==> config.mk <==
export PLATFORM = sky130hd
export DESIGN_NAME = base64url_stream_decoder_top_flat
export DESIGN_NICKNAME = d
export VERILOG_FILES = /design/src/hw/rtl/b64d_pkg.sv /design/src/hw/rtl/b64d_char_if.sv /design/src/hw/rtl/b64d_byte_if.sv /design/src/hw/rtl/b64d_front.sv /design/src/hw/rtl/b64d_queue.sv /design/src/hw/rtl/b64d_back.sv /design/src/hw/rtl/base64url_stream_decoder_top.sv /design/src/flat_wrapper.sv
export VERILOG_INCLUDE_DIRS = /design/src /design/src/hw/rtl
export SDC_FILE = /design/constraint.sdc
export NUM_CORES = 1
export LEC_CHECK = 0
export BUFFER_PORTS_ARGS = -buffer_cell sky130_fd_sc_hd__buf_4
export CORE_AREA = 2 2 121 123
export DETAILED_ROUTE_END_ITERATION = 16
export DIE_AREA = 0 0 123 125
export HOLD_SLACK_MARGIN = 0.02
export PLACE_DENSITY = 0.7
export SLEW_MARGIN = 30
export SYNTH_ARGS = -nofsm -noshare
export SYNTH_HDL_FRONTEND = slang
export SYNTH_HIERARCHICAL = 1
export SYNTH_SLANG_ARGS = --single-unit
==> constraint.sdc <==
create_clock -name i_clk -period 5.3 [get_ports i_clk]
set_clock_uncertainty 0.15 [all_clocks]
set_input_delay 1.06 -clock i_clk [delete_from_list [all_inputs] [get_ports i_clk]]
set_output_delay 1.06 -clock i_clk [all_outputs]
set_load 0.005 [all_outputs]
==> src/hw/rtl/base64url_stream_decoder_top_macros.svh <==
// Assertion macros used by the base64url decoder top level.
// Expects i_clk and i_rst_n in the scope where a macro is used.
`ifndef BASE64URL_STREAM_DECODER_TOP_MACROS_SVH
`define BASE64URL_STREAM_DECODER_TOP_MACROS_SVH

// Checks a property at every rising clock edge outside reset.
`define B64D_ASSERT(lbl, prop, msg) \
    lbl: assert property (@(posedge i_clk) disable iff (!i_rst_n) prop) else $error(msg);

// Checks that a condition in one cycle is followed by another in the next cycle.
`define B64D_ASSERT_NEXT(lbl, ante, cons, msg) \
    lbl: assert property (@(posedge i_clk) disable iff (!i_rst_n) (ante) |=> (cons)) \
        else $error(msg);

`endif

==> src/hw/rtl/b64d_pkg.sv <==
// Package of the base64url decoder: character codes, the sextet lookup and
// the quartet word that travels from the front end to the byte serializer.
`timescale 1ns / 1ps

package b64d_pkg;

    localparam int QUEUE_DEPTH = 4;

    localparam logic [7:0] CHAR_UPPER_A = 8'h41;
    localparam logic [7:0] CHAR_UPPER_Z = 8'h5A;
    localparam logic [7:0] CHAR_LOWER_A = 8'h61;
    localparam logic [7:0] CHAR_LOWER_Z = 8'h7A;
    localparam logic [7:0] CHAR_ZERO    = 8'h30;
    localparam logic [7:0] CHAR_NINE    = 8'h39;
    localparam logic [7:0] CHAR_PLUS    = 8'h2B;
    localparam logic [7:0] CHAR_MINUS   = 8'h2D;
    localparam logic [7:0] CHAR_SLASH   = 8'h2F;
    localparam logic [7:0] CHAR_UNDER   = 8'h5F;
    localparam logic [7:0] CHAR_EQUALS  = 8'h3D;

    localparam logic [7:0] LOWER_BASE   = 8'd26;
    localparam logic [7:0] DIGIT_BASE   = 8'd52;
    localparam logic [5:0] SEXTET_PLUS  = 6'd62;
    localparam logic [5:0] SEXTET_SLASH = 6'd63;

    // Byte keep mask of an invalid marker: only the upper byte, which is zero.
    localparam logic [2:0] KEEP_MARKER  = 3'b100;

    // Position of the next character inside its quartet.
    typedef enum logic [3:0] {
        PLACE_FIRST  = 4'b0001,
        PLACE_SECOND = 4'b0010,
        PLACE_THIRD  = 4'b0100,
        PLACE_FOURTH = 4'b1000
    } t_place;

    typedef struct packed {
        logic       is_pad;
        logic       is_bad;
        logic [5:0] value;
    } t_sextet;

    // One queued quartet: three candidate bytes, which of them go out, and flags.
    typedef struct packed {
        logic [23:0] triple;
        logic [2:0]  keep;
        logic        last;
        logic        invalid;
    } t_quartet;

    typedef struct packed {
        logic full;
        logic empty;
    } t_queue_status;

    function automatic t_sextet sextet_of(input logic [7:0] ch);
        t_sextet s;
        s.is_pad = 1'b0;
        s.is_bad = 1'b0;
        s.value  = 6'd0;
        if (ch inside {[CHAR_UPPER_A:CHAR_UPPER_Z]}) begin
            s.value = 6'(ch - CHAR_UPPER_A);
        end else if (ch inside {[CHAR_LOWER_A:CHAR_LOWER_Z]}) begin
            s.value = 6'(ch - CHAR_LOWER_A + LOWER_BASE);
        end else if (ch inside {[CHAR_ZERO:CHAR_NINE]}) begin
            s.value = 6'(ch - CHAR_ZERO + DIGIT_BASE);
        end else if (ch == CHAR_PLUS || ch == CHAR_MINUS) begin
            s.value = SEXTET_PLUS;
        end else if (ch == CHAR_SLASH || ch == CHAR_UNDER) begin
            s.value = SEXTET_SLASH;
        end else if (ch == CHAR_EQUALS) begin
            s.is_pad = 1'b1;
        end else begin
            s.is_bad = 1'b1;
        end
        return s;
    endfunction

endpackage

==> src/hw/rtl/b64d_char_if.sv <==
// Input channel of the base64url decoder: one text character per word.
// Stand-alone; no package needed.
`timescale 1ns / 1ps

interface b64d_char_if;
    logic       valid;
    logic       ready;
    logic [7:0] char_code;
    logic       end_of_string;

    modport source (output valid, output char_code, output end_of_string, input ready);
    modport sink   (input valid, input char_code, input end_of_string, output ready);
endinterface

==> src/hw/rtl/b64d_byte_if.sv <==
// Output channel of the base64url decoder: one decoded byte per word.
// Stand-alone; no package needed.
`timescale 1ns / 1ps

interface b64d_byte_if;
    logic       valid;
    logic       ready;
    logic [7:0] data_byte;
    logic       last_of_string;
    logic       invalid;

    modport source (output valid, output data_byte, output last_of_string, output invalid,
                    input ready);
    modport sink   (input valid, input data_byte, input last_of_string, input invalid,
                    output ready);
endinterface

==> src/hw/rtl/b64d_front.sv <==
// Front end: classifies each character, tracks the quartet and queues quartet words.
// Depends on b64d_pkg and b64d_char_if.
`timescale 1ns / 1ps

module b64d_front (
    input  logic                  i_clk,
    input  logic                  i_rst_n,
    b64d_char_if.sink             i_char,
    input  b64d_pkg::t_queue_status i_status,
    output logic                  o_push,
    output b64d_pkg::t_quartet    o_entry
);

    logic [17:0]          r_held, n_held;
    b64d_pkg::t_place     r_place, n_place;
    logic                 r_third_pad, n_third_pad;
    logic                 r_error, n_error;
    b64d_pkg::t_sextet    w_sextet;
    logic                 w_accept;
    logic                 w_emit;
    logic                 w_d_pad;

    assign i_char.ready = !i_status.full;
    assign w_accept     = i_char.valid && i_char.ready;
    assign w_sextet     = b64d_pkg::sextet_of(i_char.char_code);

    always_comb begin
        n_held      = r_held;
        n_place     = r_place;
        n_third_pad = r_third_pad;
        n_error     = r_error;
        w_emit      = 1'b0;
        w_d_pad     = 1'b1;

        if (!r_error) begin
            case (r_place)
                b64d_pkg::PLACE_FIRST: begin
                    if (w_sextet.is_bad || w_sextet.is_pad) begin
                        n_error = 1'b1;
                    end else begin
                        n_held      = {w_sextet.value, 12'd0};
                        n_third_pad = 1'b0;
                        n_place     = b64d_pkg::PLACE_SECOND;
                    end
                end
                b64d_pkg::PLACE_SECOND: begin
                    if (w_sextet.is_bad || w_sextet.is_pad) begin
                        n_error = 1'b1;
                    end else begin
                        n_held[11:6] = w_sextet.value;
                        n_place      = b64d_pkg::PLACE_THIRD;
                    end
                end
                b64d_pkg::PLACE_THIRD: begin
                    if (w_sextet.is_bad) begin
                        n_error = 1'b1;
                    end else begin
                        n_third_pad = w_sextet.is_pad;
                        if (!w_sextet.is_pad) begin
                            n_held[5:0] = w_sextet.value;
                        end
                        n_place = b64d_pkg::PLACE_FOURTH;
                    end
                end
                b64d_pkg::PLACE_FOURTH: begin
                    if (w_sextet.is_bad) begin
                        n_error = 1'b1;
                    end else begin
                        w_emit  = 1'b1;
                        w_d_pad = w_sextet.is_pad;
                        n_place = b64d_pkg::PLACE_FIRST;
                    end
                end
                default: begin
                    n_error = 1'b1;
                end
            endcase
        end

        // Ending mid-quartet: two or three chars are padded out, one is an error.
        if (i_char.end_of_string && !n_error) begin
            if (n_place == b64d_pkg::PLACE_SECOND) begin
                n_error = 1'b1;
            end else if (n_place == b64d_pkg::PLACE_THIRD) begin
                n_third_pad = 1'b1;
                w_emit      = 1'b1;
                w_d_pad     = 1'b1;
            end else if (n_place == b64d_pkg::PLACE_FOURTH) begin
                w_emit  = 1'b1;
                w_d_pad = 1'b1;
            end
        end

        o_entry.triple  = {n_held, (w_d_pad ? 6'd0 : w_sextet.value)};
        o_entry.keep    = {1'b1, !n_third_pad, !w_d_pad};
        o_entry.last    = i_char.end_of_string;
        o_entry.invalid = 1'b0;
        if (i_char.end_of_string && n_error) begin
            o_entry.triple  = 24'd0;
            o_entry.keep    = b64d_pkg::KEEP_MARKER;
            o_entry.invalid = 1'b1;
        end

        o_push = w_accept && (w_emit || i_char.end_of_string);

        if (i_char.end_of_string) begin
            n_held      = 18'd0;
            n_place     = b64d_pkg::PLACE_FIRST;
            n_third_pad = 1'b0;
            n_error     = 1'b0;
        end
    end

    always_ff @(posedge i_clk) begin
        if (!i_rst_n) begin
            r_held      <= 18'd0;
            r_place     <= b64d_pkg::PLACE_FIRST;
            r_third_pad <= 1'b0;
            r_error     <= 1'b0;
        end else if (w_accept) begin
            r_held      <= n_held;
            r_place     <= n_place;
            r_third_pad <= n_third_pad;
            r_error     <= n_error;
        end
    end

endmodule

==> src/hw/rtl/b64d_queue.sv <==
// Short queue of quartet words between the front end and the serializer.
// Depends on b64d_pkg.
`timescale 1ns / 1ps

module b64d_queue #(
    parameter int DEPTH = b64d_pkg::QUEUE_DEPTH
) (
    input  logic                    i_clk,
    input  logic                    i_rst_n,
    input  logic                    i_push,
    input  b64d_pkg::t_quartet      i_entry,
    input  logic                    i_pop,
    output b64d_pkg::t_quartet      o_head,
    output b64d_pkg::t_queue_status o_status
);

    localparam int AW = (DEPTH > 1) ? $clog2(DEPTH) : 1;
    localparam int CW = $clog2(DEPTH + 1);

    b64d_pkg::t_quartet r_mem [DEPTH];
    logic [AW-1:0]      r_wr_ptr;
    logic [AW-1:0]      r_rd_ptr;
    logic [CW-1:0]      r_count;

    always_ff @(posedge i_clk) begin
        if (i_push) begin
            r_mem[r_wr_ptr] <= i_entry;
        end
    end

    always_ff @(posedge i_clk) begin
        if (!i_rst_n) begin
            r_wr_ptr <= '0;
            r_rd_ptr <= '0;
            r_count  <= '0;
        end else begin
            if (i_push) begin
                r_wr_ptr <= (r_wr_ptr == AW'(DEPTH - 1)) ? '0 : r_wr_ptr + 1'b1;
            end
            if (i_pop) begin
                r_rd_ptr <= (r_rd_ptr == AW'(DEPTH - 1)) ? '0 : r_rd_ptr + 1'b1;
            end
            r_count <= r_count + CW'(i_push) - CW'(i_pop);
        end
    end

    assign o_head         = r_mem[r_rd_ptr];
    assign o_status.full  = (r_count == CW'(DEPTH));
    assign o_status.empty = (r_count == '0);

endmodule

==> src/hw/rtl/b64d_back.sv <==
// Serializer: sends the kept bytes of the head quartet, one per word, from an
// output register. Depends on b64d_pkg and b64d_byte_if.
`timescale 1ns / 1ps

module b64d_back (
    input  logic                    i_clk,
    input  logic                    i_rst_n,
    input  b64d_pkg::t_quartet      i_head,
    input  b64d_pkg::t_queue_status i_status,
    output logic                    o_pop,
    b64d_byte_if.source             o_byte
);

    logic [2:0] r_done;
    logic       r_valid;
    logic [7:0] r_byte;
    logic       r_last;
    logic       r_invalid;
    logic [2:0] w_remaining;
    logic [2:0] w_pick;
    logic [7:0] w_byte;
    logic       w_final;
    logic       w_load;

    assign w_remaining = i_head.keep & ~r_done;

    // The highest remaining byte goes first, matching stream order.
    always_comb begin
        if (w_remaining[2]) begin
            w_pick = 3'b100;
            w_byte = i_head.triple[23:16];
        end else if (w_remaining[1]) begin
            w_pick = 3'b010;
            w_byte = i_head.triple[15:8];
        end else begin
            w_pick = 3'b001;
            w_byte = i_head.triple[7:0];
        end
    end

    assign w_final = ((w_remaining & ~w_pick) == 3'b000);
    assign w_load  = !i_status.empty && (!r_valid || o_byte.ready);
    assign o_pop   = w_load && w_final;

    always_ff @(posedge i_clk) begin
        if (!i_rst_n) begin
            r_valid <= 1'b0;
            r_done  <= 3'b000;
        end else begin
            if (w_load) begin
                r_valid <= 1'b1;
                r_done  <= w_final ? 3'b000 : (r_done | w_pick);
            end else if (o_byte.ready) begin
                r_valid <= 1'b0;
            end
        end
    end

    always_ff @(posedge i_clk) begin
        if (w_load) begin
            r_byte    <= w_byte;
            r_last    <= i_head.last && w_final;
            r_invalid <= i_head.invalid;
        end
    end

    assign o_byte.valid          = r_valid;
    assign o_byte.data_byte      = r_byte;
    assign o_byte.last_of_string = r_last;
    assign o_byte.invalid        = r_invalid;

endmodule

==> src/hw/rtl/base64url_stream_decoder_top.sv <==
// Channel   | Direction | Word contents
// ----------+-----------+-------------------------------------------------
// i_char    | in        | char_code[7:0], end_of_string
// o_byte    | out       | data_byte[7:0], last_of_string, invalid
//
// A character word is taken in every cycle while the quartet queue has room.
// Decoded bytes leave one per cycle from an output register while o_byte is ready;
// a quartet's first byte becomes valid once its word is queued and then loaded
// into the output register. A quartet word holds the serializer for one to three
// bytes, so QUEUE_DEPTH sets how long the input side keeps going while o_byte stalls.
// Reset is synchronous and active low; it empties the queue and clears the
// quartet tracking, with no further start-up sweep.
`timescale 1ns / 1ps
`include "base64url_stream_decoder_top_macros.svh"

// Top level of the base64url stream decoder. Depends on b64d_pkg, both channel
// interfaces, b64d_front, b64d_queue and b64d_back.
module base64url_stream_decoder_top #(
    parameter int QUEUE_DEPTH = b64d_pkg::QUEUE_DEPTH
) (
    input  logic       i_clk,
    input  logic       i_rst_n,
    b64d_char_if.sink  i_char,
    b64d_byte_if.source o_byte
);

    // Quartet words flow from the front end into the queue; the serializer
    // drains the head word byte by byte.
    logic                    w_push;
    logic                    w_pop;
    b64d_pkg::t_quartet      w_entry;
    b64d_pkg::t_quartet      w_head;
    b64d_pkg::t_queue_status w_status;

    // The front end classifies every character, keeps the partial quartet and
    // turns a complete quartet, or the end of a string, into one queue word.
    b64d_front u_front (
        .i_clk    (i_clk),
        .i_rst_n  (i_rst_n),
        .i_char   (i_char),
        .i_status (w_status),
        .o_push   (w_push),
        .o_entry  (w_entry)
    );

    // The queue lets character intake continue while bytes wait downstream.
    b64d_queue #(
        .DEPTH (QUEUE_DEPTH)
    ) u_queue (
        .i_clk    (i_clk),
        .i_rst_n  (i_rst_n),
        .i_push   (w_push),
        .i_entry  (w_entry),
        .i_pop    (w_pop),
        .o_head   (w_head),
        .o_status (w_status)
    );

    // The serializer emits each kept byte of the head word and pops it as the
    // final one is loaded into the output register.
    b64d_back u_back (
        .i_clk    (i_clk),
        .i_rst_n  (i_rst_n),
        .i_head   (w_head),
        .i_status (w_status),
        .o_pop    (w_pop),
        .o_byte   (o_byte)
    );

    // An invalid marker always closes its string and carries a zero byte.
    `B64D_ASSERT(a_marker_last,
        (o_byte.valid && o_byte.invalid) |-> o_byte.last_of_string,
        "invalid word without last flag")
    `B64D_ASSERT(a_marker_zero,
        (o_byte.valid && o_byte.invalid) |-> (o_byte.data_byte == 8'h00),
        "invalid word with nonzero byte")
    // The front end never writes into a full queue, the serializer never pops an empty one.
    `B64D_ASSERT(a_no_overflow,
        (w_push |-> !w_status.full) and (w_pop |-> !w_status.empty),
        "queue overflow or underflow")
    // A waiting quartet reaches the output register as soon as it is free.
    `B64D_ASSERT_NEXT(a_drain,
        !w_status.empty && !(o_byte.valid && !o_byte.ready), o_byte.valid,
        "serializer idle with queued word")

endmodule
==> src/flat_wrapper.sv <==
// flat-port wrapper written by rule: the top's interface ports become plain ports
module base64url_stream_decoder_top_flat 
#(
    parameter int QUEUE_DEPTH = b64d_pkg::QUEUE_DEPTH
)
  (i_clk, i_rst_n, i_char_valid, i_char_char_code, i_char_end_of_string, i_char_ready, o_byte_valid, o_byte_data_byte, o_byte_last_of_string, o_byte_invalid, o_byte_ready);
  b64d_char_if i_char_i ();
  b64d_byte_if o_byte_i ();
  input  logic i_clk;
  input  logic i_rst_n;
  input wire logic [$bits(i_char_i.valid)-1:0] i_char_valid;
  input wire logic [$bits(i_char_i.char_code)-1:0] i_char_char_code;
  input wire logic [$bits(i_char_i.end_of_string)-1:0] i_char_end_of_string;
  output wire logic [$bits(i_char_i.ready)-1:0] i_char_ready;
  output wire logic [$bits(o_byte_i.valid)-1:0] o_byte_valid;
  output wire logic [$bits(o_byte_i.data_byte)-1:0] o_byte_data_byte;
  output wire logic [$bits(o_byte_i.last_of_string)-1:0] o_byte_last_of_string;
  output wire logic [$bits(o_byte_i.invalid)-1:0] o_byte_invalid;
  input wire logic [$bits(o_byte_i.ready)-1:0] o_byte_ready;
  assign i_char_i.valid = i_char_valid;
  assign i_char_i.char_code = i_char_char_code;
  assign i_char_i.end_of_string = i_char_end_of_string;
  assign i_char_ready = i_char_i.ready;
  assign o_byte_valid = o_byte_i.valid;
  assign o_byte_data_byte = o_byte_i.data_byte;
  assign o_byte_last_of_string = o_byte_i.last_of_string;
  assign o_byte_invalid = o_byte_i.invalid;
  assign o_byte_i.ready = o_byte_ready;
  base64url_stream_decoder_top #(.QUEUE_DEPTH(QUEUE_DEPTH)) u_core (.i_clk(i_clk), .i_rst_n(i_rst_n), .i_char(i_char_i), .o_byte(o_byte_i));
endmodule
==> impl_metrics.yaml <==
synth:
  async_reset_ff_frac: 0
  yosys_register_bits: 163
  syn_nets: 567
  syn_area_um2: 7530
  ys_seq_area_frac: 0.600
  ys.warnings.count: 6
  avgSynthCellArea_um2: 14.1
  synthCells: 536
  synth_edf_count: 126
  ys.flop_type: "edfxtp_1"
  synth_top_area_share: 0.502
  yosys.area.top_type: "edfxtp_1"
  synth_cell_types: 72
  synthTopCellsByArea: "edfxtp_1 50%, dfxtp_1 9.8%, mux4_2 8.4%, a22oi_1 2.9%, ha_1 2.8%"
cells_and_area:
  fin_nets: 591
  diodes: 0
  final_cells: 757
  finalCoreUtilization: 0.598
  synthToLayoutAreaGrowth_pct: 12.7
  n_fill_cell: 1095
  layout-drive-gt1-share: 0.188
  fin_area_um2: 8490
  multiInputGateArea_um2: 2750
  regArea_um2: 4530
global_routing:
  grt_usage: 0.219
  grt_use_met3: 0.0447
  top_usage_layer: "met2"
  met1_usage: 0.292
  grt_pass1_vias: 4743
  grt_pass1_wl_um: 25500
  use_met2: 0.366
  antenna_found_initial: 0
  grt_max_degree: 30
  grt_overflow: 0
worst_setup_path:
  arrival_ns: 4.18
  cp_common_cell: "buf_4"
  crit_path_max_fanout: 22
  cpLargestDelayFamily: "compound AO/OA/AOI/OAI gates"
  crit_slowest_cell: "or3_1"
  crit_buf_inv: 3
  worst_setup_path_end_kind: "flop"
  crit_required_ns: 5.32
  start_kind: "input pin"
  crit_type: "in -> reg"
  cp_slowest_stage_delay_ns: 0.56
  cp_cell_sequence: "buf_4, inv_1, ha_1, a21oi_1, o31ai_1, or3_1, a311oi_2, mux2i_1, o32ai_4, buf_4, a211oi_1"
sta:
  hold_viol: 0
  maxSlewViolCount: 0
  setup_viol: 0
  fin_crit_ns: 4.16
  rsz0062_at_grt: "no"
  min_period_over_period: 0.784
  tightest_slew_ns: 0.924
  fin_tns_setup_ns: 0
  holdWs_ns: 0.291
  max_freq_ghz: 0.241
  setup_ws_ns: 1.14
  slew_headroom: 0.379
routing:
  routed_wl_um: 15500
  first_pass_iters: 5
  drtAntennaViolNets: 0
  drtIter0Drc: 402
  vias_per_cell: 6.11
  wl_per_cell_um: 20.5
  dr_total_vias: 4625
  drcViolationCount: 0
clock_tree:
  hold_buffers: 0
  clock-sinks: 163
  cts_resized: 0
  h-tree-depth: 4
  cts_setup_buffers: 0
  cts_tree: "built"
  ctsRootBufferMaster: "clkbuf_16"
  numCtsBuffers: 17
  worstSkewPairLatency_ns: 0.42
  path_clk_slew_ns: 0.06
  clk_path_buf_depth: 2
pwr:
  power_mw: 3.60
  vdd_drop_max_uv: 232
  p_per_area_nw_per_um2: 424
  p_leak_nw: 3.03
flow_run:
  drv_cap: 0
place:
  placed_area_um2: 7840
  gp_congestion: 0.818
  portBuffers: 24
  place_ws_ns: 0.785
  dp.cells: 725
  dp_hpwl_um: 9810
outcome:
  status: "finished, final reports clean"
die:
  fp.dieW_um: 123
  coreArea_um2: 14200
  die_h_um: 125
  core.rowCount: 44
  die-area_um2: 15400
  io_pins: 25
  initial_utilization: 0.530
min_path:
  min_path_type: "reg -> reg"
cell usage after synthesis (all sizes together) (2+ instances only):
cell type    n
a21oi       20
and2        15
nor3         9
inv         22
or4          2
nand4        2
nor4         3
o31ai        2
nor2        43
nor3b        2
a211oi       3
a22o         9
ha          17
a221o        4
nand2b       8
nand3        2
or3          6
a21o         4
and3         6
mux2i       15
or2          2
a22oi       29
o2111ai      2
edfxtp     126
a31oi        6
a211o        3
clkbuf       9
or3b         2
o211a        3
o21a         3
o221ai       2
mux4        29
o21ai        9
nor2b       21
xnor2        2
xor2         2
buf         19
dfxtp       37
nand2       16
path summary, 6_finish.rpt:
check | start | endpoint | slack (ns) | cells past startpoint
worst max-delay path | i_char_char_code[2] | u_core/u_queue/r_mem[0][26] | 1.14 | 11
worst min-delay path | u_core/u_back/r_done[0] | u_core/u_back/r_done[0] | 0.29 | 2
worst max register to register | flop | u_core/u_queue/r_count[2] | 1.45 | 11
worst min register to register | u_core/u_back/r_done[0] | u_core/u_back/r_done[0] | 0.29 | 2
tightest hold or removal path, stage by stage (launching register included):
cell     delay [ns]
dfxtp_1        0.31
nand2_1        0.05
a21oi_1        0.03
placed cells by master, fill, tap and decap left out, drive strengths merged, types with 5 or more instances in the layout:
cell type and instances:
dfxtp 37, o21ai 9, or3 6, nor3 9, nor2 43, a22o 9
inv 22, clkbuf 23, and3 6, mux4 29, mux2i 15, and2 15
a22oi 29, nor2b 21, buf 33, a31oi 6, nand2 16, bufinv 5
ha 17, a21oi 20, edfxtp 126, nand2b 8
power breakdown:
part / switching, mW / leakage, nW / internal, mW
Clock: 0.468 / 0.317 / 0.873
Sequential: 0.0394 / 1.52 / 1.50
Combinational: 0.396 / 1.19 / 0.326
registers in the layout (all words and copies together) (netlist names), named ones only:
| register | cells |
|---|---|
| u_core/u_back/o_byte.data_byte | 8 |
| u_core/u_back/o_byte.invalid | 1 |
| u_core/u_back/o_byte.last_of_string | 1 |
| u_core/u_back/o_byte.valid | 1 |
| u_core/u_back/r_done | 3 |
| u_core/u_front/r_error | 1 |
| u_core/u_front/r_held | 18 |
| u_core/u_front/r_place | 4 |
| u_core/u_front/r_third_pad | 1 |
| u_core/u_queue/r_count | 3 |
| u_core/u_queue/r_mem | 116 |
| u_core/u_queue/r_rd_ptr | 2 |
| u_core/u_queue/r_wr_ptr | 2 |
cell type report:
type / instances / share of cell area
repair buffers: 33 / 0.0292
inverters: 22 / 0.00972
well taps: 184 / 0.0271
clock buffers: 23 / 0.0563
multi-input cells: 323 / 0.324
flip-flops and latches: 163 / 0.533
clock inverters: 9 / 0.0208
per-layer routing:
layer,part of all wire,wire (um),vias to the layer above
li1,-,-,2117
met1,0.43,6640,2356
met5,0,0,-
met3,0.051,788,24
met2,0.51,7870,128
met4,0.014,220,0
logic make-up (layout without fill, tap and decap cells):
logic type	count (synthesis)	after routing	synth area share
flip-flops	163	163	0.600
AO/OA/AOI/OAI	109	109	0.113
multiplexers	45	45	0.109
buffers and inverters	50	87	0.0342
AND/OR/NAND/NOR	145	145	0.105
adder cells (fa/ha/maj)	18	18	0.0309
other	1	1	0.000498
XOR/XNOR	5	5	0.00781
Note: power is estimated with default switching activity, not from simulation.
